--- src/hdl/mlwsum_pkg.sv ---
`default_nettype none

package mlwsum_pkg;

    // Fixed field widths of the item and result channels.
    localparam int VALUE_W      = 16;
    localparam int TARGET_W     = 32;
    localparam int MIN_LEN_W    = 11;
    localparam int S_TDATA_W    = 16;
    localparam int M_TDATA_W    = 16;

    // Operation codes of the shared add/subtract unit.
    typedef logic alu_op_t;
    localparam alu_op_t ALU_ADD = 1'b0;
    localparam alu_op_t ALU_SUB = 1'b1;

endpackage : mlwsum_pkg

`default_nettype wire

--- src/hdl/mlwsum_alu.sv ---
`default_nettype none

// Shared adder/subtractor. For subtraction, carry_out high means a >= b.
module mlwsum_alu #(
    parameter int W = 32
) (
    input  wire mlwsum_pkg::alu_op_t op,
    input  wire logic [W-1:0]        a,
    input  wire logic [W-1:0]        b,
    output logic      [W-1:0]        result,
    output logic                     carry_out
);

    logic [W-1:0] b_eff;
    logic [W:0]   full_sum;

    // Subtraction is addition of the inverted operand with a carry in.
    always_comb begin
        b_eff    = (op == mlwsum_pkg::ALU_SUB) ? ~b : b;
        full_sum = {1'b0, a} + {1'b0, b_eff} + {{W{1'b0}}, op == mlwsum_pkg::ALU_SUB};
    end

    assign result    = full_sum[W-1:0];
    assign carry_out = full_sum[W];

endmodule : mlwsum_alu

`default_nettype wire

--- config.mk ---
export PLATFORM = sky130hd
export DESIGN_NAME = mlwsum_alu
export DESIGN_NICKNAME = d
export VERILOG_FILES = /design/src/hdl/mlwsum_pkg.sv /design/src/hdl/mlwsum_alu.sv
export SDC_FILE = /design/constraint.sdc
export NUM_CORES = 1
export LEC_CHECK = 0
export ABC_AREA = 1
export BUFFER_PORTS_ARGS = -buffer_cell sky130_fd_sc_hd__clkbuf_2
export CAP_MARGIN = 20
export CELL_PAD_IN_SITES_DETAIL_PLACEMENT = 1
export CELL_PAD_IN_SITES_GLOBAL_PLACEMENT = 1
export CORE_MARGIN = 2
export CORE_UTILIZATION = 35
export DETAILED_ROUTE_END_ITERATION = 12
export PLACE_DENSITY_LB_ADDON = 0.05
export SYNTH_ARGS = -nofsm -noshare
export SYNTH_HDL_FRONTEND = slang
export SYNTH_SLANG_ARGS = --single-unit
--- constraint.sdc ---
create_clock -name vclk -period 4.3
set_clock_uncertainty 0.05 [all_clocks]
set_input_delay 0.215 -clock vclk [all_inputs]
set_output_delay 0.215 -clock vclk [all_outputs]
set_load 0.005 [all_outputs]
==> results.sh <==
export IMPL_antenna_found_initial=0
export IMPL_fp_row_count=31
export IMPL_seq_area_um2=0
export IMPL_gp_congestion=0.8890
export IMPL_fin_crit_sh_pct=68.89
export IMPL_slew_headroom_pct=31.48
export IMPL_finish_instance_area_um2=3207
export IMPL_grt_max_degree=33
export IMPL_final_util_pct=44.21
export IMPL_clock_buffers=0
export IMPL_diodes=0
export IMPL_hold_ws_ps=641.7
export IMPL_pin_count=98
export IMPL_dpl_cell_area_um2=3207
export IMPL_cts_resized=0
export IMPL_coreArea_um2=7253
export IMPL_endpoint="result[29]"
export IMPL_dp_slack_ps=1281
export IMPL_maxCapViolCount=0
export IMPL_grt_usage_pct=22.38
export IMPL_drive_gt1_share_pct=23.01
export IMPL_initial_core_util_pct=36.05
export IMPL_die_area_um2=8178
export IMPL_layout_commonest_cell="nand2_1"
export IMPL_die_h_um=90.44
export IMPL_synth_warning_count=0
export IMPL_drc=0
export IMPL_nFillCells=1123
export IMPL_num_vias=3229
export IMPL_drt_total_wl_mm=9.103
export IMPL_grt_ovfl_total=0
export IMPL_min_path_type="primary input to output pin"
export IMPL_crit_path_end_kind="output pin"
export IMPL_cp_data_arrival_time_ps=2700
export IMPL_syn_area_um2=2615
export IMPL_syn_inst=484
export IMPL_cp_required_ps=4030
export IMPL_drtPass1Iterations=4
export IMPL_first_global_vias=3312
export IMPL_routed_via_density=4.770
export IMPL_yosysSeqAreaShare_pct=0
export IMPL_nNetsFinal=680
export IMPL_leakage_nw=2.019
export IMPL_drtIter0Drc=76
export IMPL_report_power_total_mw=0.6719
export IMPL_fmax_mhz=337.6
export IMPL_worst_slew_pin_transition_ps=1028
export IMPL_synth_fp_nets=584
export IMPL_stdcell_count=677
export IMPL_crit_type="primary input to output pin"
export IMPL_final_hold_viol_count=0
export IMPL_most_common_layout_cells="nand2_1, clkbuf_2, inv_1, xor2_1, nor2_1"
export IMPL_place_hpwl_mm=8.372
export IMPL_min_from="a[0]"
export IMPL_crit_start="op"
export IMPL_syn_avg_cell_area_um2=5.403
export IMPL_fin_ws_ps=1338
export IMPL_crit_fanout=32
export IMPL_grt_pass1_wl_mm=15.45
export IMPL_rsz0062_at_grt="no"
export IMPL_synth_distinct_cells=27
export IMPL_finalSetupViolCount=0
export IMPL_syn_to_final_growth_pct=22.63
export IMPL_dp_cells=677
export IMPL_post_cts_setup_buffers=0
export IMPL_die_w_um=90.44
export IMPL_seq_cells=0
export IMPL_ant_nets=0
export IMPL_finalCriticalPeriod_ps=2962
export IMPL_io_buffer_count=98
export IMPL_ir_drop_uv=81.55
export IMPL_wl_per_cell_um=13.45
export IMPL_slew_violations=0
export IMPL_worst_setup_path_start_kind="primary input"
export IMPL_cts_hold_buf=0
export IMPL_status="completed"
export IMPL_setup_tns_ps=0
export IMPL_p_per_area_nw_per_um2=209.5
-- synthesized netlist by cell type --
master	instances	area (um^2)
nand2_2	12	75.07
o21bai_1	4	30.03
nand2_4	3	33.78
inv_2	6	22.52
nor3_1	5	25.02
nand4_1	1	6.260
fa_1	1	20.02
o21ai_0	8	40.04
nand3_1	19	95.09
nor4_2	1	12.51
a21oi_1	30	150.1
nor2_1	42	157.7
nor2_2	1	6.260
buf_2	3	15.01
and2_1	1	6.260
and2_4	1	8.760
buf_4	1	7.510
nand3_2	4	40.04
xor2_1	44	385.4
inv_1	84	315.3
o21ai_1	10	50.05
xnor2_1	3	26.28
o21ai_2	1	8.760
a21oi_2	4	35.03
ha_1	34	425.4
nand2_1	159	596.8
nor3_2	2	20.02
-- final cells by class --
| class | instances | area [um^2] | share of cell area (%) |
|---|---|---|---|
| tap | 99 | 123.9 | 3.863 |
| inverter | 90 | 337.8 | 10.53 |
| timing repair buffer | 98 | 490.5 | 15.29 |
| multi-input combinational | 390 | 2255 | 70.31 |
-- per-layer routing --
metal  track usage, %  up-vias  wire length, um
met5                0        -                0
li1                 -     1681                -
met4           0.7692        0               14
met1            32.36     1492             4612
met3           0.8347        2              309
met2            38.85       54             4166
-- logic make-up after synthesis --
group                    after synthesis  synth area share (%)
AO/OA/AOI/OAI                         57                 12.01
buffers and inverters                 94                 13.78
AND/OR/NAND/NOR                      251                 41.44
XOR/XNOR                              47                 15.74
adder cells (fa/ha/maj)               35                 17.03
-- worst min-delay path by stage --
| stage | endpoint | slack (ps) | depth (start not counted) |
|---|---|---|---|
| after floorplan | result[0] | 430 | 1 |
| after detailed placement | result[0] | 640 | 3 |
| after CTS | result[0] | 640 | 3 |
| final | result[0] | 640 | 3 |
| after global routing | result[0] | 660 | 3 |
| after global placement | result[0] | 640 | 3 |
-- critical path, cell delays in order --
cell and delay (ps):
clkbuf_2 560, xor2_1 360, ha_1 390, nand2_1 90
nand2_1 120, nor2_1 70, a21oi_2 270, nand2_1 90
nand2_1 160, nand2_1 100, nand2_1 70, nand2_1 50
nand2_1 50, clkbuf_2 100
-- where the power goes --
| part | switching, mW | internal (mW) | total [mW] |
|---|---|---|---|
| Combinational | 0.412 | 0.260 | 0.672 |
| Clock | 0 | 0 | 0 |
| Sequential | 0 | 0 | 0 |
Note: power is estimated with default switching activity, not from simulation.
